$ cat src/hdl/asp_pkg.sv
// Shared types, constants and elaboration-time functions of the angular sector point filter.
// Holds the CORDIC arctangent table builder and the register reset values.
// Depends on nothing; every other file of the block imports it.
`timescale 1ns / 1ps
`default_nettype none

package asp_pkg;

  // Defaults for the top-level parameters.
  localparam int DEF_NUM_RANGES  = 4;
  localparam int DEF_COORD_WIDTH = 16;

  // Configuration register file.
  localparam int REG_COUNT  = 8;
  localparam int CFG_IDX_W  = 4;
  localparam int ANGLE_W    = 15;

  // Bearing arithmetic.
  localparam int CORDIC_ITERS = 59;
  localparam int AFRAC        = 58;
  localparam int NORM_MSB     = 59;
  localparam int SH_W         = 6;
  localparam int MAG_W        = 60;
  localparam int Q_SHIFT      = AFRAC - 12;

  // Register latency from an accepted command to its result strobe:
  // three normalization stages, one per CORDIC iteration, two finishing
  // stages and the sector compare with the output register.
  localparam int PIPE_LAT = 3 + CORDIC_ITERS + 2 + 1;

  // Control fields that travel alongside every item in the pipeline.
  typedef struct packed {
    logic                      valid;
    logic                      xneg;
    logic                      yneg;
    logic                      spec;
    logic signed [ANGLE_W-1:0] spec_angle;
  } ctl_t;

  // Reset values of the sector bounds, in register index order.
  localparam logic signed [ANGLE_W-1:0] REG_RESET [REG_COUNT] = '{
    -15'sd6434, 15'sd6434, 15'sd12868, -15'sd12868,
    15'sd12868, -15'sd12868, 15'sd12868, -15'sd12868
  };

  // Restoring division, used only while building constants.
  function automatic logic [63:0] udiv64(input logic [63:0] num, input logic [63:0] den);
    logic [64:0] rem;
    logic [63:0] quo;
    int          b;
    rem = '0;
    quo = '0;
    for (b = 63; b >= 0; b--) begin
      rem = {rem[63:0], num[b]};
      if (rem >= {1'b0, den}) begin
        rem    = rem - {1'b0, den};
        quo[b] = 1'b1;
      end
    end
    return quo;
  endfunction

  // Arctangent of 2^-i scaled by 2^62, by its alternating series.
  function automatic logic [63:0] atan_pow2_62(input int unsigned i);
    logic [63:0] p;
    logic [63:0] sum;
    logic [63:0] term;
    int unsigned k;
    p   = 64'd1 << (62 - i);
    sum = '0;
    k   = 0;
    while (p != 64'd0) begin
      term = udiv64(p, 64'(2 * k + 1));
      if (k[0] == 1'b0) begin
        sum = sum + term;
      end else begin
        sum = sum - term;
      end
      k++;
      p = (2 * i < 64) ? (p >> (2 * i)) : 64'd0;
    end
    return sum;
  endfunction

  // Arctangent of 1/3 scaled by 2^62.
  function automatic logic [63:0] atan_third_62();
    logic [63:0] p;
    logic [63:0] sum;
    logic [63:0] term;
    int unsigned k;
    p   = udiv64(64'd1 << 62, 64'd3);
    sum = '0;
    k   = 0;
    while (p != 64'd0) begin
      term = udiv64(p, 64'(2 * k + 1));
      if (k[0] == 1'b0) begin
        sum = sum + term;
      end else begin
        sum = sum - term;
      end
      k++;
      p = udiv64(p, 64'd9);
    end
    return sum;
  endfunction

  // CORDIC angle of iteration i with AFRAC fractional bits, rounded.
  // The first entry is atan(1) built from atan(1/2) + atan(1/3).
  function automatic logic [63:0] atan_entry(input int unsigned i);
    logic [63:0] raw;
    if (i == 0) begin
      raw = atan_pow2_62(1) + atan_third_62();
    end else begin
      raw = atan_pow2_62(i);
    end
    return (raw + 64'd8) >> 4;
  endfunction

  localparam logic [63:0] ATAN0      = atan_entry(0);
  localparam logic [63:0] HALF_PI_Z  = ATAN0 << 1;
  localparam logic [63:0] PI_Z       = ATAN0 << 2;
  localparam logic [63:0] ROUND_BIAS = 64'd1 << (Q_SHIFT - 1);

  // Rounded Q3.12 bearings of the axis cases.
  localparam logic signed [ANGLE_W-1:0] PI_Q      = ANGLE_W'((PI_Z + ROUND_BIAS) >> Q_SHIFT);
  localparam logic signed [ANGLE_W-1:0] HALF_PI_Q =
    ANGLE_W'((HALF_PI_Z + ROUND_BIAS) >> Q_SHIFT);

endpackage

`default_nettype wire

$ cat src/hdl/asp_post.sv
// Back end of the bearing pipeline: clamp, quadrant mirror, rounding and sign.
// Two register stages; depends on asp_pkg.
`timescale 1ns / 1ps
`default_nettype none

module asp_post #(
  parameter int TAG_W = 3 * asp_pkg::DEF_COORD_WIDTH + 1
) (
  input  logic                               clk,
  input  logic                               rst,
  input  asp_pkg::ctl_t                      ctl_in,
  input  logic [63:0]                        z_in,
  input  logic [TAG_W-1:0]                   tag_in,
  output logic                               valid_out,
  output logic signed [asp_pkg::ANGLE_W-1:0] angle_out,
  output logic [TAG_W-1:0]                   tag_out
);
  import asp_pkg::*;

  // Stage 1: clamp to [0, pi/2] and, when x is negative, mirror into the left half plane.
  logic [63:0]      zc;
  logic [MAG_W-1:0] mag_next;
  ctl_t             ctl1;
  logic [MAG_W-1:0] mag;
  logic [TAG_W-1:0] tag1;

  always_comb begin
    zc = z_in[63] ? 64'd0 : z_in;
    if (zc > HALF_PI_Z) begin
      zc = HALF_PI_Z;
    end
    mag_next = ctl_in.xneg ? MAG_W'(PI_Z - zc) : MAG_W'(zc);
  end

  // Stage 2: round half up to Q3.12, apply the sign of y, or take an axis case.
  logic [MAG_W-1:0]          rsum;
  logic signed [ANGLE_W-1:0] q;
  logic signed [ANGLE_W-1:0] angle_next;

  always_comb begin
    rsum       = mag + MAG_W'(ROUND_BIAS);
    q          = {1'b0, rsum[MAG_W-1:Q_SHIFT]};
    angle_next = ctl1.yneg ? -q : q;
    if (ctl1.spec) begin
      angle_next = ctl1.spec_angle;
    end
  end

  always_ff @(posedge clk) begin
    if (rst) begin
      ctl1      <= '0;
      valid_out <= 1'b0;
    end else begin
      ctl1      <= ctl_in;
      valid_out <= ctl1.valid;
    end
  end

  always_ff @(posedge clk) begin
    mag       <= mag_next;
    tag1      <= tag_in;
    angle_out <= angle_next;
    tag_out   <= tag1;
  end

endmodule

`default_nettype wire

$ cat config.mk
export PLATFORM = sky130hd
export DESIGN_NAME = asp_post
export DESIGN_NICKNAME = d
export VERILOG_FILES = /design/src/hdl/asp_pkg.sv /design/src/hdl/asp_post.sv
export SDC_FILE = /design/constraint.sdc
export NUM_CORES = 1
export LEC_CHECK = 0
export ABC_AREA = 1
export BUFFER_PORTS_ARGS = -buffer_cell sky130_fd_sc_hd__buf_2
export CELL_PAD_IN_SITES_DETAIL_PLACEMENT = 1
export CELL_PAD_IN_SITES_GLOBAL_PLACEMENT = 1
export CORE_MARGIN = 5
export CORE_UTILIZATION = 41
export CTS_BUF_LIST = sky130_fd_sc_hd__clkbuf_8
export CTS_CLUSTER_SIZE = 14
export DETAILED_ROUTE_END_ITERATION = 7
export GPL_TIMING_DRIVEN = 0
export PLACE_DENSITY = 0.89
export REMOVE_ABC_BUFFERS = 1
export SLEW_MARGIN = 10
export SYNTH_ARGS = -nofsm -noshare
export SYNTH_HDL_FRONTEND = slang
export SYNTH_SLANG_ARGS = --single-unit
export TNS_END_PERCENT = 20
$ cat constraint.sdc
create_clock -name clk -period 7.9 [get_ports clk]
set_clock_uncertainty 0.2 [all_clocks]
set_input_delay 1.58 -clock clk [delete_from_list [all_inputs] [get_ports clk]]
set_output_delay 1.58 -clock clk [all_outputs]
set_load 0.01 [all_outputs]
==> results.sh <==
export IMPL_startpoint_type="input port"
export IMPL_wl_per_cell_um=18.9
export IMPL_die_height_um=147
export IMPL_track_usage=0.276
export IMPL_place_inst=1596
export IMPL_cp_data_required_time_ns=8.05
export IMPL_viasPerCell=5.12
export IMPL_syn_instance_count=1191
export IMPL_core_area_mm2=0.0186
export IMPL_clk_pin_slew_worst_paths_ns=0.09
export IMPL_p_clk_frac=0.340
export IMPL_synth_top_area_share=0.381
export IMPL_antenna_cells=0
export IMPL_dr_pass1_iters=5
export IMPL_grt_pass1_wl_um=47400
export IMPL_tightestPinTransition_ns=1.08
export IMPL_cp_slowest_cell="nand2_4"
export IMPL_hold_violations=0
export IMPL_yosys_warnings=0
export IMPL_syn_area_per_cell_um2=6.48
export IMPL_final_max_slew_viol_count=0
export IMPL_max_vdd_ir_drop_mv=0.116
export IMPL_crit_path_end_kind="register"
export IMPL_cts_buffers=17
export IMPL_critical_path_max_fanout=98
export IMPL_io_pins=199
export IMPL_start_util=0.414
export IMPL_p_sw_w=0.000588
export IMPL_placed_area_mm2=0.00881
export IMPL_clockBufferDepth=2
export IMPL_dieArea_mm2=0.0217
export IMPL_async_reset_ff_frac=0
export IMPL_synth_seq_cells=147
export IMPL_cts_root_buf="clkbuf_8"
export IMPL_synth_area_top_cells="dfxtp_1 38%, nand2_1 15%, nor2_1 9.1%"
export IMPL_num_rows=50
export IMPL_synth_edf_count=0
export IMPL_tritoncts="done"
export IMPL_seqPwrFrac=0.475
export IMPL_ant_nets=0
export IMPL_fin_nets=1517
export IMPL_cts_resized=0
export IMPL_crit_family="simple AND/OR/NAND/NOR gates"
export IMPL_synth_yosys_seq_area_share=0.381
export IMPL_clkLatencyLatePin_ns=0.46
export IMPL_grt_start_max_net_pins=99
export IMPL_wirelength_um=30800
export IMPL_path_buf_inv=5
export IMPL_finalSetupViolCount=0
export IMPL_power_density_mw_per_mm2=187
export IMPL_htreeDepth=4
export IMPL_fp_dieW_um=147
export IMPL_grt_antenna_before_repair=1
export IMPL_fmaxAchievable_mhz=160
export IMPL_fin_crit_sh=0.792
export IMPL_postCtsSetupRepairBufs=0
export IMPL_overflow=0
export IMPL_routabilityCongestion=0.952
export IMPL_syn_cell_area_mm2=0.00772
export IMPL_cts_sinks=147
export IMPL_finalNonFillerCells=1628
export IMPL_dpl_hpwl_um=22600
export IMPL_synth_most_common_cell="nand2_1"
export IMPL_total_power_w=0.00172
export IMPL_synth_cell_types=48
export IMPL_areaGrowthSynthToFinish_pct=19.2
export IMPL_vias=8337
export IMPL_synthFlopType="dfxtp_1"
export IMPL_criticalPathCategory="in -> reg"
export IMPL_cpMostUsedCell="nand2_1"
export IMPL_drive_above_1_share=0.204
export IMPL_max_slew_margin=0.282
export IMPL_synth_commonest_cells="301 x nand2_1, 187 x nor2_1, 184 x inv_1"
export IMPL_grt_pass1_vias=8625
export IMPL_min_path_type="reg -> reg"
export IMPL_fin_crit_ns=6.25
export IMPL_rsz0062_at_grt="false"
export IMPL_swShare=0.341
export IMPL_yosysTopAreaCell="dfxtp_1"
export IMPL_cts_hold_buf=0
export IMPL_outcome="completed"
export IMPL_p_leak_nw=4.67
export IMPL_p_int_w=0.00113
export IMPL_crit_arrival_ns=6.40
export IMPL_fin_area_mm2=0.00920
export IMPL_max_cap_violations=0
export IMPL_setup_tns_ns=0
export IMPL_drc=0
export IMPL_port_buffers=198
export IMPL_critical_path_cell_chain="buf_2 -> inv_4 -> nand2_2 -> nor2_2 -> nand2_1 -> inv_2 -> nand3_1 -> nand2_1 -> a21oi_1 -> nand2_1 -> nand2_4 -> inv_1 -> nor2_1 -> nand2_1 -> nand3_1 -> nand2_1 -> a21oi_1 -> nand2_1 -> nand2_1 -> nand2_1 -> nand2_1 -> inv_1"
export IMPL_drtIter0Drc=380
export IMPL_comb_power_share=0.185
export IMPL_cpPeakStageDelay_ns=0.79
[cells by family after synthesis]
kind of cell	Yosys count	share of synthesized area
AOI/OAI and AO/OA	105	0.0783
xor gates and xnor gates	21	0.0238
adders and majority gates	2	0.00324
buffers and inverters	223	0.121
DFF	147	0.381
and+or+nand+nor	693	0.393
[flip-flops by register name, summed over array words and instances (netlist names)]
signal	count
valid_out	1
tag1	49
mag	15
angle_out	15
tag_out	49
ctl1	18
[power groups by stage]
stage / Sequential [W] / Clock [W] / Combinational (W)
global placement: 0.000825 / 0 / 0.000290
finish: 0.000818 / 0.000586 / 0.000318
CTS: 0.000818 / 0.000592 / 0.000317
detailed placement: 0.000830 / 0 / 0.000304
global route: 0.000822 / 0.000616 / 0.000349
floorplan: 0.000839 / 0 / 0.000157
[stage by stage]
step                worst slack (ns)  hold slack (ns)   util
floorplan                       3.34            0.110      -
global placement                1.37            0.110  0.472
detailed placement              1.29            0.113  0.472
CTS                             1.76            0.131  0.494
global route                    1.28            0.130  0.494
finish                          1.65            0.131  0.494
[placed cells by master, fill, tap and decap left out, drive strengths merged]
| cell | count |
|---|---|
| o31ai | 4 |
| o311ai | 2 |
| o21ai | 54 |
| o211ai | 5 |
| nand3b | 9 |
| a31oi | 2 |
| o22ai | 1 |
| nor2 | 203 |
| xnor2 | 5 |
| inv | 204 |
| a21boi | 5 |
| clkinvlp | 2 |
| clkinv | 5 |
| nor3 | 19 |
| nor4 | 2 |
| buf | 198 |
| dfxtp | 147 |
| o21bai | 4 |
| or2 | 4 |
| xor2 | 16 |
| and2 | 3 |
| ha | 2 |
| nand2 | 314 |
| nand3 | 113 |
| nand4 | 23 |
| and3 | 2 |
| clkbuf | 17 |
| a21oi | 27 |
| nor3b | 1 |
| a2111oi | 1 |
[worst paths after layout]
kind / cells after the start / slack [ns] / from / to
min: 0 / 0.13 / tag1[2]$_DFF_P_ / tag_out[2]$_DFF_P_
max reg2reg: 12 / 4.50 / mag[46]$_DFF_P_ / angle_out[13]$_DFF_P_
max: 22 / 1.65 / z_in[63] / mag[58]$_DFF_P_
min reg2reg: 0 / 0.13 / tag1[2]$_DFF_P_ / tag_out[2]$_DFF_P_
[layout make-up]
cell class,instances,area [µm²]
flip-flops and latches,147,2940
repair buffers,198,991
well taps,234,293
clock inverters,15,159
fillers,2579,9440
inverters,196,738
multi-input cells,821,3840
clock buffers,17,234
[metal layers]
metal,part of all wire,GRT usage,vias up
li1,-,-,4094
met5,0.00039,0,-
met4,0.033,0.107,2
met2,0.52,0.517,266
met1,0.39,0.314,3912
met3,0.055,0.0432,63
Note: power is estimated with default switching activity, not from simulation.
