==> src/hdl/asp_pkg.sv <==
// Shared types, constants and elaboration-time functions of the angular sector point filter.
// Holds the CORDIC arctangent table builder and the register reset values.
// Depends on nothing; every other file of the block imports it.
`timescale 1ns / 1ps
`default_nettype none

package asp_pkg;

  // Defaults for the top-level parameters.
  localparam int DEF_NUM_RANGES  = 4;
  localparam int DEF_COORD_WIDTH = 16;

  // Configuration register file.
  localparam int REG_COUNT  = 8;
  localparam int CFG_IDX_W  = 4;
  localparam int ANGLE_W    = 15;

  // Bearing arithmetic.
  localparam int CORDIC_ITERS = 59;
  localparam int AFRAC        = 58;
  localparam int NORM_MSB     = 59;
  localparam int SH_W         = 6;
  localparam int MAG_W        = 60;
  localparam int Q_SHIFT      = AFRAC - 12;

  // Register latency from an accepted command to its result strobe:
  // three normalization stages, one per CORDIC iteration, two finishing
  // stages and the sector compare with the output register.
  localparam int PIPE_LAT = 3 + CORDIC_ITERS + 2 + 1;

  // Control fields that travel alongside every item in the pipeline.
  typedef struct packed {
    logic                      valid;
    logic                      xneg;
    logic                      yneg;
    logic                      spec;
    logic signed [ANGLE_W-1:0] spec_angle;
  } ctl_t;

  // Reset values of the sector bounds, in register index order.
  localparam logic signed [ANGLE_W-1:0] REG_RESET [REG_COUNT] = '{
    -15'sd6434, 15'sd6434, 15'sd12868, -15'sd12868,
    15'sd12868, -15'sd12868, 15'sd12868, -15'sd12868
  };

  // Restoring division, used only while building constants.
  function automatic logic [63:0] udiv64(input logic [63:0] num, input logic [63:0] den);
    logic [64:0] rem;
    logic [63:0] quo;
    int          b;
    rem = '0;
    quo = '0;
    for (b = 63; b >= 0; b--) begin
      rem = {rem[63:0], num[b]};
      if (rem >= {1'b0, den}) begin
        rem    = rem - {1'b0, den};
        quo[b] = 1'b1;
      end
    end
    return quo;
  endfunction

  // Arctangent of 2^-i scaled by 2^62, by its alternating series.
  function automatic logic [63:0] atan_pow2_62(input int unsigned i);
    logic [63:0] p;
    logic [63:0] sum;
    logic [63:0] term;
    int unsigned k;
    p   = 64'd1 << (62 - i);
    sum = '0;
    k   = 0;
    while (p != 64'd0) begin
      term = udiv64(p, 64'(2 * k + 1));
      if (k[0] == 1'b0) begin
        sum = sum + term;
      end else begin
        sum = sum - term;
      end
      k++;
      p = (2 * i < 64) ? (p >> (2 * i)) : 64'd0;
    end
    return sum;
  endfunction

  // Arctangent of 1/3 scaled by 2^62.
  function automatic logic [63:0] atan_third_62();
    logic [63:0] p;
    logic [63:0] sum;
    logic [63:0] term;
    int unsigned k;
    p   = udiv64(64'd1 << 62, 64'd3);
    sum = '0;
    k   = 0;
    while (p != 64'd0) begin
      term = udiv64(p, 64'(2 * k + 1));
      if (k[0] == 1'b0) begin
        sum = sum + term;
      end else begin
        sum = sum - term;
      end
      k++;
      p = udiv64(p, 64'd9);
    end
    return sum;
  endfunction

  // CORDIC angle of iteration i with AFRAC fractional bits, rounded.
  // The first entry is atan(1) built from atan(1/2) + atan(1/3).
  function automatic logic [63:0] atan_entry(input int unsigned i);
    logic [63:0] raw;
    if (i == 0) begin
      raw = atan_pow2_62(1) + atan_third_62();
    end else begin
      raw = atan_pow2_62(i);
    end
    return (raw + 64'd8) >> 4;
  endfunction

  localparam logic [63:0] ATAN0      = atan_entry(0);
  localparam logic [63:0] HALF_PI_Z  = ATAN0 << 1;
  localparam logic [63:0] PI_Z       = ATAN0 << 2;
  localparam logic [63:0] ROUND_BIAS = 64'd1 << (Q_SHIFT - 1);

  // Rounded Q3.12 bearings of the axis cases.
  localparam logic signed [ANGLE_W-1:0] PI_Q      = ANGLE_W'((PI_Z + ROUND_BIAS) >> Q_SHIFT);
  localparam logic signed [ANGLE_W-1:0] HALF_PI_Q =
    ANGLE_W'((HALF_PI_Z + ROUND_BIAS) >> Q_SHIFT);

endpackage

`default_nettype wire

==> src/hdl/asp_prep.sv <==
// Front end of the bearing pipeline: magnitudes, axis cases and normalization.
// Three register stages; depends on asp_pkg.
`timescale 1ns / 1ps
`default_nettype none

module asp_prep #(
  parameter int COORD_WIDTH = asp_pkg::DEF_COORD_WIDTH,
  parameter int TAG_W       = 3 * asp_pkg::DEF_COORD_WIDTH + 1
) (
  input  logic                          clk,
  input  logic                          rst,
  input  logic                          in_valid,
  input  logic signed [COORD_WIDTH-1:0] point_x,
  input  logic signed [COORD_WIDTH-1:0] point_y,
  input  logic        [TAG_W-1:0]       tag_in,
  output asp_pkg::ctl_t                 ctl_out,
  output logic        [63:0]            cx_out,
  output logic        [63:0]            cy_out,
  output logic        [TAG_W-1:0]       tag_out
);
  import asp_pkg::*;

  localparam int HALF  = COORD_WIDTH / 2;
  localparam int POS_W = $clog2(COORD_WIDTH);

  // Stage 1: absolute values and the axis cases.
  ctl_t                   ctl1_next;
  logic [COORD_WIDTH-1:0] ax1_next;
  logic [COORD_WIDTH-1:0] ay1_next;
  ctl_t                   ctl1;
  logic [COORD_WIDTH-1:0] ax1;
  logic [COORD_WIDTH-1:0] ay1;
  logic [TAG_W-1:0]       tag1;

  always_comb begin
    ax1_next             = point_x[COORD_WIDTH-1] ? COORD_WIDTH'(-point_x) : point_x;
    ay1_next             = point_y[COORD_WIDTH-1] ? COORD_WIDTH'(-point_y) : point_y;
    ctl1_next.valid      = in_valid;
    ctl1_next.xneg       = point_x[COORD_WIDTH-1];
    ctl1_next.yneg       = point_y[COORD_WIDTH-1];
    ctl1_next.spec       = 1'b0;
    ctl1_next.spec_angle = '0;
    if (point_y == '0) begin
      ctl1_next.spec       = 1'b1;
      ctl1_next.spec_angle = point_x[COORD_WIDTH-1] ? PI_Q : '0;
    end else if (point_x == '0) begin
      ctl1_next.spec       = 1'b1;
      ctl1_next.spec_angle = point_y[COORD_WIDTH-1] ? -HALF_PI_Q : HALF_PI_Q;
    end
  end

  // Stage 2: leading one of the larger magnitude, searched per half word.
  logic [COORD_WIDTH-1:0] mx;
  logic                   hi_any_next;
  logic [POS_W-1:0]       hi_pos_next;
  logic [POS_W-1:0]       lo_pos_next;
  ctl_t                   ctl2;
  logic [COORD_WIDTH-1:0] ax2;
  logic [COORD_WIDTH-1:0] ay2;
  logic                   hi_any;
  logic [POS_W-1:0]       hi_pos;
  logic [POS_W-1:0]       lo_pos;
  logic [TAG_W-1:0]       tag2;

  always_comb begin
    mx          = (ax1 > ay1) ? ax1 : ay1;
    hi_any_next = |mx[COORD_WIDTH-1:HALF];
    hi_pos_next = '0;
    lo_pos_next = '0;
    for (int b = 0; b < HALF; b++) begin
      if (mx[b]) begin
        lo_pos_next = POS_W'(b);
      end
    end
    for (int b = HALF; b < COORD_WIDTH; b++) begin
      if (mx[b]) begin
        hi_pos_next = POS_W'(b);
      end
    end
  end

  // Stage 3: shift both magnitudes so the larger has its top bit at NORM_MSB.
  logic [POS_W-1:0] msb_pos;
  logic [SH_W-1:0]  shamt;

  assign msb_pos = hi_any ? hi_pos : lo_pos;
  assign shamt   = SH_W'(NORM_MSB - int'(msb_pos));

  // Control registers.
  always_ff @(posedge clk) begin
    if (rst) begin
      ctl1    <= '0;
      ctl2    <= '0;
      ctl_out <= '0;
    end else begin
      ctl1    <= ctl1_next;
      ctl2    <= ctl1;
      ctl_out <= ctl2;
    end
  end

  // Payload registers.
  always_ff @(posedge clk) begin
    ax1     <= ax1_next;
    ay1     <= ay1_next;
    tag1    <= tag_in;
    ax2     <= ax1;
    ay2     <= ay1;
    hi_any  <= hi_any_next;
    hi_pos  <= hi_pos_next;
    lo_pos  <= lo_pos_next;
    tag2    <= tag1;
    cx_out  <= 64'(ax2) << shamt;
    cy_out  <= 64'(ay2) << shamt;
    tag_out <= tag2;
  end

endmodule

`default_nettype wire

==> config.mk <==
export PLATFORM = sky130hd
export DESIGN_NAME = asp_prep
export DESIGN_NICKNAME = d
export VERILOG_FILES = /design/src/hdl/asp_pkg.sv /design/src/hdl/asp_prep.sv
export SDC_FILE = /design/constraint.sdc
export NUM_CORES = 1
export LEC_CHECK = 0
export BUFFER_PORTS_ARGS = -buffer_cell sky130_fd_sc_hd__clkbuf_2
export CAP_MARGIN = 20
export CORE_UTILIZATION = 30
export CTS_BUF_LIST = sky130_fd_sc_hd__clkbuf_2
export CTS_CLUSTER_DIAMETER = 100
export DETAILED_ROUTE_END_ITERATION = 6
export MAX_ROUTING_LAYER = met4
export PLACE_DENSITY = 0.63
export RECOVER_POWER = 25
export SYNTH_ARGS = -nofsm -noshare
export SYNTH_HDL_FRONTEND = slang
export SYNTH_SLANG_ARGS = --single-unit
==> constraint.sdc <==
create_clock -name clk -period 2.8 [get_ports clk]
set_clock_uncertainty 0.15 [all_clocks]
set_input_delay 0 -clock clk [delete_from_list [all_inputs] [get_ports clk]]
set_output_delay 0 -clock clk [all_outputs]
set_load 0.1 [all_outputs]
==> key figures <==
Floorplanning
  • I/O pin count: 280
  • Die extent in y: 188 um
  • Core area: 33,800 um2
  • Die Footprint: 35,300 um2
  • Initial cell density of the core: 0.307
  • Cell Rows: 67
  • Chip Width: 188 um

Power and ir drop
  • Pleak: 6.59 nW
  • Gate power share: 0.386
  • Maximum vdd ir drop: 0.00103 V
  • Internal power: 7.32 mW
  • Flop pwr share: 0.396
  • NetSw: 5.98 mW
  • Power share of the clock group: 0.218
  • Sw Ratio: 0.450
  • Power density cells: 926 nW/um2

Timing
  • Count of final max-slew check failures: 0
  • RSZ-0062 raised after global routing: false
  • Min Tclk post-route: 2.77 ns
  • FMAX: 361 MHz
  • Fin Setup TNS: 0 ns
  • Endpoints failing setup: 0
  • Hold Fails Final Rpt: 0
  • Max-slew headroom: 0.533
  • Worst slew pin tran: 0.696 ns
  • Fin crit share: 0.990

Logic synthesis
  • Adder-Cell Fraction of Synth Area: 0.0230
  • Yosys warns: 0
  • Async SR Flop Fraction: 0
  • Mean post-synth cell area: 11.8 um2
  • Top FF cell, synth: dfxtp_1
  • Simple-Gate Fraction of Synth Area: 0.0754
  • Seq/Total Area, Yosys: 0.605
  • Number of synthesized register bits: 313
  • Mux cell area share after synthesis: 0.0956
  • Post-Syn Instances: 876
  • Synthesized cell area: 10,400 um2
  • Synth Area in XOR/XNOR: 0.0220
  • Combinational family with the most area after synthesis: compound AO/OA/AOI/OAI gates
  • Post-synthesis compound-gate area fraction: 0.0964
  • Synth cell types: 61
  • EDFF count, synth: 0

GRT
  • First-pass GRT wire length: 41.9 mm
  • Number of global-route vias before repair: 8,145
  • Antenna violations before repair: 1
  • GRT Overall Usage: 0.154
  • GRT overflow: 0
  • Largest net degree at the start of global routing: 44

Worst setup path
  • Crit start category: primary input
  • Arrival @ worst endpoint: 3.38 ns
  • Max Fanout on Critical Path: 4
  • Top cell family by delay on the critical path: buffers and inverters
  • Bufs and invs on worst path: 4
  • CP cell instances: dlygate4sd3_1 -> clkbuf_2 -> dlygate4sd3_1 -> or4_4 -> or4b_4 -> o41ai_1 -> xnor2_1 -> dlygate4sd3_1
  • Req. time, crit path: 3.41 ns
  • Kind of critical path: primary input to flop
  • CP max stage delay: 0.59 ns
  • Worst setup EP type: flop
  • Most used cell, CP: dlygate4sd3_1
  • Worst r2r src: hi_any$_DFF_P_
  • Worst Setup SP: point_y[5]
  • Crit path max-delay cell type: dlygate4sd3_1

Final layout
  • Most common cell after layout, fill and taps aside: clkbuf_2
  • Layout cells sized above 1: 0.275
  • Post-route cell area: 14,400 um2
  • Most frequent cells in the layout: clkbuf_2 (323), dfxtp_1 (313), dlygate4sd3_1 (197)
  • Layout Nets: 1,441
  • Core Util, Final: 0.425
  • Area Growth Syn to Fin: 38.6%

Clock network
  • Clk sinks: 313
  • Worst-Skew Late Latency: 0.81 ns
  • CTS buffer count: 76
  • CTS tree: yes
  • Maximum buffer depth of the clock tree: 3
  • Worst-path clk slew: 0.12 ns
  • H-Tree Depth: 3
  • CTS resizes: 0
  • CTS Root Cell: clkbuf_2

Placed design
  • GP Congestion: 0.911
  • Placed cell area: 11,700 um2
  • Final HPWL DP: 18.2 mm
  • Port Buffers: 214

Min path
  • Worst Hold Class: flop to flop
  • HP Start: tag1[36]$_DFF_P_

Routing
  • Drt wl/cell: 14.4 um
  • DR pass1 iterations: 5
  • Vias per inst: 4.35
  • Final WL: 26.6 mm
  • Antenna-violating nets left: 0
  • Iteration-0 DRC Markers: 458
  • Vias: 8,035
  • Post-route DRC: 0

Run status
  • Outcome: finished, final reports clean

Flow run
  • Max-Cap Viols: 0
[through the flow]
step	setup slack, ns	power, mW	hold slack [ns]	instances
2_1_floorplan	0.165	9.38	-0.122	940
5_1_grt	0.0437	14.0	0.107	1847
3_5_place_dp	0.195	10.2	-0.0461	1510
4_1_cts	0.164	13.4	0.0601	1845
3_3_place_gp	0.258	10.2	-0.0469	1510
6_report	0.0275	13.3	0.152	1847
[flip-flops by register name, indices dropped and copies added, names as in the netlist, 16 cells and up]
signal,cells
tag2,49
ay2,16
ax1,16
cy_out,32
tag_out,49
ax2,16
ay1,16
tag1,49
cx_out,32
[cell usage after synthesis (3+ instances only)]
library cell / number / area [um2]
a211o_1: 4 / 35.0
a211oi_1: 8 / 60.1
buf_2: 6 / 30.0
mux4_2: 16 / 360
nand2b_1: 4 / 25.0
o41ai_1: 5 / 43.8
xnor2_1: 24 / 210
o21bai_1: 3 / 22.5
nand4_1: 6 / 37.5
inv_1: 34 / 128
or4_1: 3 / 22.5
ha_1: 19 / 238
mux2i_1: 52 / 521
o31ai_1: 6 / 45.0
o21ai_0: 27 / 135
nor3b_1: 3 / 22.5
a31oi_1: 4 / 25.0
o22ai_1: 32 / 200
nand3_1: 6 / 30.0
a21oi_1: 30 / 150
buf_6: 3 / 33.8
o21a_1: 3 / 22.5
nand2_1: 33 / 124
mux2_2: 3 / 33.8
o221ai_1: 5 / 43.8
nor4_1: 9 / 56.3
nor2_1: 32 / 120
dfxtp_1: 313 / 6270
o32ai_1: 4 / 35.0
nor2b_1: 25 / 156
clkbuf_1: 19 / 71.3
buf_1: 5 / 18.8
nor3_1: 14 / 70.1
and2_1: 3 / 18.8
buf_4: 76 / 571
[path summary, 6_finish.rpt]
check / endpoint / slack (ns) / cells past startpoint
setup / recovery: ay1[12]$_DFF_P_ / 0.03 / 8
hold reg to reg: tag2[36]$_DFF_P_ / 0.15 / 0
setup reg to reg: cx_out[33]$_SDFF_PP0_ / 0.19 / 6
hold / removal: tag2[36]$_DFF_P_ / 0.15 / 0
[per-layer routing]
layer	vias up	routed length (um)	GRT usage
met2	359	12600	0.247
li1	3893	-	-
met4	0	730	0.0685
met5	-	0	-
met1	3731	11500	0.183
met3	52	1710	0.0384
[repair_timing]
action / in CTS / in global routing
setup buffers: 0 / 1
hold buffers: 197 / 0
setup endpoints to repair: 0 / 5
endpoints found under the hold margin: 111 / 0
[power groups by stage]
stage	sequential [mW]	clock, mW	combinational (mW)
6_report	5.26	2.90	5.13
5_1_grt	5.32	3.31	5.35
4_1_cts	5.27	3.00	5.12
3_5_place_dp	5.37	0	4.87
3_3_place_gp	5.36	0	4.85
2_1_floorplan	7.66	0	1.73
[kinds of logic after synthesis]
family	after synthesis
mux	74
simple gates	148
buf+inv	143
flops	313
fa+ha+maj	19
xor+xnor	26
other cells	1
compound gates	152
[final cells by class]
type	instances	area, um2
antenna	1	2.50
clock buffer	109	546
clock inverter	29	153
fill	3219	19400
inverter	34	128
multi-input combinational	484	3490
sequential	313	6270
tap	448	561
timing repair buffer	429	3220
Note: power is estimated with default switching activity, not from simulation.
