[src/hdl/asp_pkg.sv]
// Shared types, constants and elaboration-time functions of the angular sector point filter.
// Holds the CORDIC arctangent table builder and the register reset values.
// Depends on nothing; every other file of the block imports it.
`timescale 1ns / 1ps
`default_nettype none

package asp_pkg;

  // Defaults for the top-level parameters.
  localparam int DEF_NUM_RANGES  = 4;
  localparam int DEF_COORD_WIDTH = 16;

  // Configuration register file.
  localparam int REG_COUNT  = 8;
  localparam int CFG_IDX_W  = 4;
  localparam int ANGLE_W    = 15;

  // Bearing arithmetic.
  localparam int CORDIC_ITERS = 59;
  localparam int AFRAC        = 58;
  localparam int NORM_MSB     = 59;
  localparam int SH_W         = 6;
  localparam int MAG_W        = 60;
  localparam int Q_SHIFT      = AFRAC - 12;

  // Register latency from an accepted command to its result strobe:
  // three normalization stages, one per CORDIC iteration, two finishing
  // stages and the sector compare with the output register.
  localparam int PIPE_LAT = 3 + CORDIC_ITERS + 2 + 1;

  // Control fields that travel alongside every item in the pipeline.
  typedef struct packed {
    logic                      valid;
    logic                      xneg;
    logic                      yneg;
    logic                      spec;
    logic signed [ANGLE_W-1:0] spec_angle;
  } ctl_t;

  // Reset values of the sector bounds, in register index order.
  localparam logic signed [ANGLE_W-1:0] REG_RESET [REG_COUNT] = '{
    -15'sd6434, 15'sd6434, 15'sd12868, -15'sd12868,
    15'sd12868, -15'sd12868, 15'sd12868, -15'sd12868
  };

  // Restoring division, used only while building constants.
  function automatic logic [63:0] udiv64(input logic [63:0] num, input logic [63:0] den);
    logic [64:0] rem;
    logic [63:0] quo;
    int          b;
    rem = '0;
    quo = '0;
    for (b = 63; b >= 0; b--) begin
      rem = {rem[63:0], num[b]};
      if (rem >= {1'b0, den}) begin
        rem    = rem - {1'b0, den};
        quo[b] = 1'b1;
      end
    end
    return quo;
  endfunction

  // Arctangent of 2^-i scaled by 2^62, by its alternating series.
  function automatic logic [63:0] atan_pow2_62(input int unsigned i);
    logic [63:0] p;
    logic [63:0] sum;
    logic [63:0] term;
    int unsigned k;
    p   = 64'd1 << (62 - i);
    sum = '0;
    k   = 0;
    while (p != 64'd0) begin
      term = udiv64(p, 64'(2 * k + 1));
      if (k[0] == 1'b0) begin
        sum = sum + term;
      end else begin
        sum = sum - term;
      end
      k++;
      p = (2 * i < 64) ? (p >> (2 * i)) : 64'd0;
    end
    return sum;
  endfunction

  // Arctangent of 1/3 scaled by 2^62.
  function automatic logic [63:0] atan_third_62();
    logic [63:0] p;
    logic [63:0] sum;
    logic [63:0] term;
    int unsigned k;
    p   = udiv64(64'd1 << 62, 64'd3);
    sum = '0;
    k   = 0;
    while (p != 64'd0) begin
      term = udiv64(p, 64'(2 * k + 1));
      if (k[0] == 1'b0) begin
        sum = sum + term;
      end else begin
        sum = sum - term;
      end
      k++;
      p = udiv64(p, 64'd9);
    end
    return sum;
  endfunction

  // CORDIC angle of iteration i with AFRAC fractional bits, rounded.
  // The first entry is atan(1) built from atan(1/2) + atan(1/3).
  function automatic logic [63:0] atan_entry(input int unsigned i);
    logic [63:0] raw;
    if (i == 0) begin
      raw = atan_pow2_62(1) + atan_third_62();
    end else begin
      raw = atan_pow2_62(i);
    end
    return (raw + 64'd8) >> 4;
  endfunction

  localparam logic [63:0] ATAN0      = atan_entry(0);
  localparam logic [63:0] HALF_PI_Z  = ATAN0 << 1;
  localparam logic [63:0] PI_Z       = ATAN0 << 2;
  localparam logic [63:0] ROUND_BIAS = 64'd1 << (Q_SHIFT - 1);

  // Rounded Q3.12 bearings of the axis cases.
  localparam logic signed [ANGLE_W-1:0] PI_Q      = ANGLE_W'((PI_Z + ROUND_BIAS) >> Q_SHIFT);
  localparam logic signed [ANGLE_W-1:0] HALF_PI_Q =
    ANGLE_W'((HALF_PI_Z + ROUND_BIAS) >> Q_SHIFT);

endpackage

`default_nettype wire

[src/hdl/asp_sector.sv]
// Sector bound registers, the range test and the output register.
// Takes configuration writes on its own channel; depends on asp_pkg.
`timescale 1ns / 1ps
`default_nettype none

module asp_sector #(
  parameter int NUM_RANGES  = asp_pkg::DEF_NUM_RANGES,
  parameter int COORD_WIDTH = asp_pkg::DEF_COORD_WIDTH,
  parameter int TAG_W       = 3 * asp_pkg::DEF_COORD_WIDTH + 1
) (
  input  logic                                 clk,
  input  logic                                 rst,
  input  logic                                 in_valid,
  input  logic signed [asp_pkg::ANGLE_W-1:0]   angle,
  input  logic        [TAG_W-1:0]              tag_in,
  input  logic                                 cfg_valid,
  output logic                                 cfg_ready,
  input  logic        [asp_pkg::CFG_IDX_W-1:0] cfg_index,
  input  logic signed [asp_pkg::ANGLE_W-1:0]   cfg_data,
  output logic                                 done,
  output logic                                 keep,
  output logic signed [COORD_WIDTH-1:0]        out_x,
  output logic signed [COORD_WIDTH-1:0]        out_y,
  output logic signed [COORD_WIDTH-1:0]        out_z,
  output logic                                 last_out
);
  import asp_pkg::*;

  localparam int NREG = 2 * NUM_RANGES;

  // Bound registers: even entries are low bounds, odd entries high bounds.
  logic signed [ANGLE_W-1:0] bounds [NREG];

  assign cfg_ready = 1'b1;

  // Register writes; an index past the used registers is dropped.
  always_ff @(posedge clk) begin
    if (rst) begin
      for (int i = 0; i < NREG; i++) begin
        bounds[i] <= REG_RESET[i];
      end
    end else if (cfg_valid && cfg_ready) begin
      for (int i = 0; i < NREG; i++) begin
        if (cfg_index == CFG_IDX_W'(i)) begin
          bounds[i] <= cfg_data;
        end
      end
    end
  end

  // A sector holds the bearing when it is enabled and brackets it.
  logic keep_next;

  always_comb begin
    keep_next = 1'b0;
    for (int r = 0; r < NUM_RANGES; r++) begin
      if (bounds[2*r] <= bounds[2*r+1] && bounds[2*r] <= angle && angle <= bounds[2*r+1]) begin
        keep_next = 1'b1;
      end
    end
  end

  always_ff @(posedge clk) begin
    if (rst) begin
      done <= 1'b0;
    end else begin
      done <= in_valid;
    end
  end

  // Output payload: the point passed through with its flags.
  always_ff @(posedge clk) begin
    keep     <= keep_next;
    out_x    <= tag_in[TAG_W-1 -: COORD_WIDTH];
    out_y    <= tag_in[TAG_W-1-COORD_WIDTH -: COORD_WIDTH];
    out_z    <= tag_in[TAG_W-1-2*COORD_WIDTH -: COORD_WIDTH];
    last_out <= tag_in[0];
  end

endmodule

`default_nettype wire

[config.mk]
export PLATFORM = sky130hd
export DESIGN_NAME = asp_sector
export DESIGN_NICKNAME = d
export VERILOG_FILES = /design/src/hdl/asp_pkg.sv /design/src/hdl/asp_sector.sv
export SDC_FILE = /design/constraint.sdc
export NUM_CORES = 1
export LEC_CHECK = 0
export BUFFER_PORTS_ARGS = -buffer_cell sky130_fd_sc_hd__buf_2
export CAP_MARGIN = 15
export CORE_MARGIN = 4
export CORE_UTILIZATION = 55
export CTS_CLUSTER_SIZE = 14
export DETAILED_ROUTE_END_ITERATION = 8
export PLACE_DENSITY = 0.8
export SLEW_MARGIN = 30
export SYNTH_ARGS = -nofsm -noshare
export SYNTH_HDL_FRONTEND = slang
export SYNTH_SLANG_ARGS = --single-unit
[constraint.sdc]
create_clock -name clk -period 2.7 [get_ports clk]
set_input_delay 0 -clock clk [delete_from_list [all_inputs] [get_ports clk]]
set_output_delay 0 -clock clk [all_outputs]
set_load 0.01 [all_outputs]
==> results of run 1 <==
[registers in the layout (all words and copies together), names as in the netlist]
register and count:
bounds 120, out_x 16, out_y 16, out_z 16, done 1, keep 1, last_out 1
[cell usage after synthesis, drive strengths merged (2+ instances only)]
master | count | area, um2
ha | 180 | 2252
edfxtp | 120 | 3603
inv | 105 | 394.1
nor2 | 72 | 270.3
dfxtp | 51 | 1021
a21oi | 43 | 226.5
nand4 | 36 | 225.2
or3 | 30 | 187.7
nand3 | 28 | 140.1
a21o | 27 | 202.7
nand2b | 25 | 156.4
nand2 | 22 | 82.58
or2 | 20 | 125.1
o21ai | 18 | 90.09
clkbuf | 15 | 56.30
a211oi | 10 | 75.07
nand3b | 8 | 60.06
nor2b | 7 | 43.79
a221oi | 5 | 43.79
and3 | 5 | 31.28
o31ai | 5 | 37.54
nor4 | 4 | 25.02
o211ai | 4 | 30.03
a221o | 3 | 30.03
nor3 | 3 | 15.01
o2111ai | 3 | 26.28
a211o | 2 | 17.52
a311o | 2 | 20.02
a31o | 2 | 17.52
a31oi | 2 | 12.51
mux2i | 2 | 20.02
nor3b | 2 | 20.02
o2111a | 2 | 22.52
o21a | 2 | 15.01
o31a | 2 | 17.52
o41ai | 2 | 17.52
[cell families after synthesis]
family | after synthesis
compound gates | 138
buf+inv | 121
flops | 171
xor+xnor | 1
fa+ha+maj | 180
simple gates | 267
mux | 3
other cells | 1
[power groups by stage]
stage	combinational [mW]	sequential [mW]	clock (mW)
after floorplan	0.658	3.11	0
after CTS	1.14	3.05	2.44
after detailed placement	1.05	3.10	0
final	1.18	3.06	2.46
after global routing	1.32	3.07	2.59
after global placement	1.01	3.10	0
[critical path, cell delays in order, from the launching register on]
cell      delay [ns]
edfxtp_1        0.43
ha_1            0.32
and2_1          0.18
a221o_1         0.30
a221oi_1        0.39
o21ai_1         0.14
xor2_1          0.16
o211ai_1        0.25
nand4_1         0.15
[routing by layer]
metal  GRT usage  vias to the layer above  share of wire
met5           0                        -              0
met4      0.1316                        0          0.045
met3     0.05801                       91          0.091
met2      0.4858                      450           0.49
met1      0.3440                     3773           0.38
li1            -                     3671              -
[area by class of cell]
cell class / count / area (um2)
inverters: 105 / 394.1
well taps: 225 / 281.5
repair buffers: 214 / 1439
clock buffers: 18 / 450.4
fillers: 1063 / 5364
clock inverters: 14 / 143.9
multi-input cells: 590 / 4659
flip-flops and latches: 171 / 4624
[timing repair]
action                                 in CTS  in global routing
buffers inserted                            0                  0
hold buffers                               70                  0
resized for setup                           0                  0
endpoints found under the hold margin     100                  0
[how the worst max path moves through the flow]
stage / end / start / slack [ns] / cells after the start
after global routing: keep / bounds[0][8] / 0.15 / 8
final: keep / bounds[0][10] / 0.25 / 8
after detailed placement: keep / bounds[0][38] / 0.34 / 8
after global placement: keep / bounds[0][38] / 0.41 / 8
after CTS: keep / bounds[0][38] / 0.32 / 8
after floorplan: keep / bounds[0][31] / 0.53 / 8
==> results.toml, run 1 <==
[run_status]
outcome = "finished clean"

[cts]
clock_latency_ns = 0.44
cts_tree = "yes"
clkTransAtPathRegs_ns = 0.08
h-tree-depth = 4
cts_sinks = 171
cts_buffers = 17
cts_buffer_depth = 2
root_buffer = "clkbuf_16"

[synthesis]
netlist_area_mm2 = 0.009742
muxShareOfSynthArea = 0.003211
ys_seq_area_frac = 0.4747
syn_inst = 882
synthXorXnorAreaFrac = 0.0008990
synth_warnings = 0
synth-simple-area-share = 0.1460
synth-seq-cells = 171
synth_fp_nets = 1149
syn_avg_cell_area_um2 = 11.05
synth_fa_ha_area_frac = 0.2312
async_reset_ff_frac = 0
synth_top_family_by_area = "adder cells"
synth_edf_count = 120
ys_types = 53
synth-compound-area-share = 0.09658
synth_ff_type = "edfxtp_1"

[timing]
hold_violations = 0
finalSetupViolCount = 0
slew_headroom = 0.4634
fin_ws_ns = 0.2490
fmax_mhz = 408.0
fin_skew_ns = 0.01433
rsz0062_at_grt = "no"
min_period_ns = 2.451
worst_pin_slew_ns = 0.8049
timing.hold.ws_ns = 0.09668
drv_slew = 0
tns_ns = 0
finalCritPeriodShare = 0.9078

[setup_path]
startpoint_type = "flop"
endpoint_kind = "flop"
path_class = "flop to flop"
reg2reg_depth = 8
reg2reg_setup_slack_ns = 0.25
regToRegStartpoint = "bounds[0][10]"
path_max_fanout = 2
arrival_ns = 2.74
worstPathRequired_ns = 2.99
r2r-end = "keep"

[min_path]
min-delay-start = "cfg_index[3]"
hp-class = "primary input to flop"
hold_path_depth = 3
whs_endpoint = "bounds[1][17]"

[detailed_routing]
wire_per_inst_um = 20.64
via_per_inst = 5.972
vias = 7985
drc = 0
wirelength_um = 27600
antenna_left = 0
dr.pass1.iters = 5
drt_iter0_drc = 633

[power_and_ir_drop]
p_seq_frac = 0.456
swShare = 0.2881
ir_worst_vdd_mv = 0.5954
fin_total_pwr_mw = 6.704
p_int_mw = 4.772
leakagePower_nw = 5.524
power_density_mw_per_mm2 = 559.0
p_comb_frac = 0.176
switching_power_mw = 1.931
clkPwrFrac = 0.368

[floorplan]
boundaryPins = 139
die_h_um = 141.1
die_x_um = 141.1
initial_core_util = 0.5613
dieArea_mm2 = 0.01991
core_mm2 = 0.01736
rows = 48

[placement]
placed_cells = 1235
dp_hpwl_um = 19190
place_area_mm2 = 0.01070
dp_worst_setup_slack_ns = 0.3393
port_buffers = 137
globalplace.congestion = 0.9570

[cells_and_area]
syn2layout_area_growth_pct = 23.11
fin_area_mm2 = 0.01199
fin_cells = 1337
diodes = 0
final_cell_mix = "ha_1, buf_2, edfxtp_1, inv_1, nor2_1"
layout-drive-gt1-share = 0.1709
final_net_count = 1366
finish.utilization = 0.6910
final_common_cell = "ha_1"

[global_route]
grt_antenna_before_repair = 0
grt_pass1_wl_um = 43760
globalRouteTotalUtil = 0.2839
grt_max_degree = 45
gr-total-overflow = 0
first_global_vias = 8426

[flow_run]
drv_cap = 0
No activity file was read; power rests on OpenSTA's default activity.
==> inputs of run 2 (changes only) <==
Clock period 2.7 ns to 3.06 ns, I/O delays scaled along.
==> results.toml, run 2 (synthesis gave the netlist of run 1 again) <==
[setup_path]
arrival_ns = 2.70
startpoint_type = "flop"
path_class = "flop to flop"
path_max_fanout = 3
endpoint_kind = "flop"
worstPathRequired_ns = 3.37

[cells_and_area]
syn2layout_area_growth_pct = 23.04
final_common_cell = "ha_1"
diodes = 0
largest_register_ffs = 120
regMostFlops = "bounds"
layout-drive-gt1-share = 0.1710
final_net_count = 1365
final_cell_mix = "ha_1, buf_2, edfxtp_1, inv_1, nor2_1"

[cts]
post_cts_resized = 0
clock_latency_ns = 0.44
cts_tree = "yes"
clkTransAtPathRegs_ns = 0.07
cts_sinks = 171
postCtsSetupRepairBufs = 0
cts_buffers = 17
h-tree-depth = 4
cts_buffer_depth = 2
root_buffer = "clkbuf_16"

[global_route]
grt_pass1_wl_um = 43280
first_global_vias = 8523
grt_max_degree = 52
globalRouteTotalUtil = 0.2820
gr-total-overflow = 0
grt_antenna_before_repair = 0

[timing]
tns_ns = 0
fmax_mhz = 419.0
slew_headroom = 0.3922
hold_violations = 0
drv_slew = 0
worst_pin_slew_ns = 0.9116
finalSetupViolCount = 0
min_period_ns = 2.386
finalCritPeriodShare = 0.7799
timing.hold.ws_ns = 0.09242
rsz0062_at_grt = "no"
fin_skew_ns = 0.008508

[floorplan]
boundaryPins = 139
core_mm2 = 0.01736
dieArea_mm2 = 0.01991
die_h_um = 141.1
die_x_um = 141.1
initial_core_util = 0.5613
rows = 48

[power_and_ir_drop]
p_seq_frac = 0.455
leakagePower_nw = 5.517
clkPwrFrac = 0.368
p_comb_frac = 0.176
ir_worst_vdd_mv = 0.4579
switching_power_mw = 1.709
swShare = 0.2887
p_int_mw = 4.210
power_density_mw_per_mm2 = 493.8

[detailed_routing]
drc = 0
wire_per_inst_um = 20.74
dr.pass1.iters = 7
via_per_inst = 5.963
route.met3.wl_um = 2321
antenna_left = 0
dr_wl_met2_um = 13230
drt_iter0_drc = 482
wirelength_um = 27710
top_layer = "met4"
vias = 7966
wl_met1_um = 10740

[placement]
globalplace.congestion = 0.9548
dp_hpwl_um = 19200
port_buffers = 137

[min_path]
hp-class = "primary input to flop"

[flow_run]
drv_cap = 0

[run_status]
outcome = "finished clean"
[run 2: cell count changes in the layout (fill, tap and decap cells not counted)]
cell           change
clkinv_2           -1
clkinvlp_4         +2
dlygate4sd3_1      -1
inv_6              -4
inv_8              +2
inv_4              +1
[run 2: layout make-up]
type	count	area (um2)
Clock buffer	18	450.4
Fill cell	1096	5370
Multi-Input combinational cell	590	4659
Timing Repair Buffer	213	1429
Tap cell	225	281.5
Clock inverter	14	147.6
Inverter	105	394.1
Sequential cell	171	4624
[run 2: metal layers]
layer  global-route usage  up-vias
met3              0.06411      110
met1               0.3375     3749
met5                    0        -
met4               0.1479        0
met2               0.4743      436
li1                     -     3671
[run 2: critical path: stages, from the launching register on]
cell	delay [ns]
edfxtp_1	0.42
ha_1	0.35
a21oi_1	0.25
a21oi_1	0.11
o31a_1	0.29
a2111oi_2	0.38
mux2i_1	0.23
nand4b_1	0.13
nand4_1	0.08
[run 2: worst paths after layout]
check,from,to,slack (ns),cells past startpoint
max reg2reg,bounds[1][2],keep,0.67,8
min,cfg_index[2],bounds[1][17],0.09,3
min reg2reg,bounds[1][44],keep,0.87,3
max,bounds[1][2],keep,0.67,8
[run 2: timing repair]
action | 4_1_cts | 5_1_grt
hold endpoints to repair | 104 | 0
hold buffers | 69 | 0
endpoints found under the setup margin | 0 | 0
[run 2: power by group through the flow]
stage / logic [mW] / clock network (mW) / registers, mW
after CTS: 1.00 / 2.15 / 2.69
final: 1.04 / 2.18 / 2.70
after global placement: 0.885 / 0 / 2.73
after global routing: 1.16 / 2.28 / 2.71
after detailed placement: 0.926 / 0 / 2.74
after floorplan: 0.580 / 0 / 2.74
[run 2: metrics by stage]
stage / total power [mW] / cells / cell area, um2 / worst slack (ns) / utilization
after global placement: 3.618 / 1235 / 10700 / 0.7796 / 0.6163
after detailed placement: 3.665 / 1235 / 10700 / 0.6971 / 0.6163
after global routing: 6.143 / 1336 / 11990 / 0.5855 / 0.6906
after CTS: 5.840 / 1336 / 11990 / 0.6766 / 0.6906
final: 5.918 / 1336 / 11990 / 0.6736 / 0.6906
after floorplan: 3.321 / 882 / 9742 / 0.8938 / -
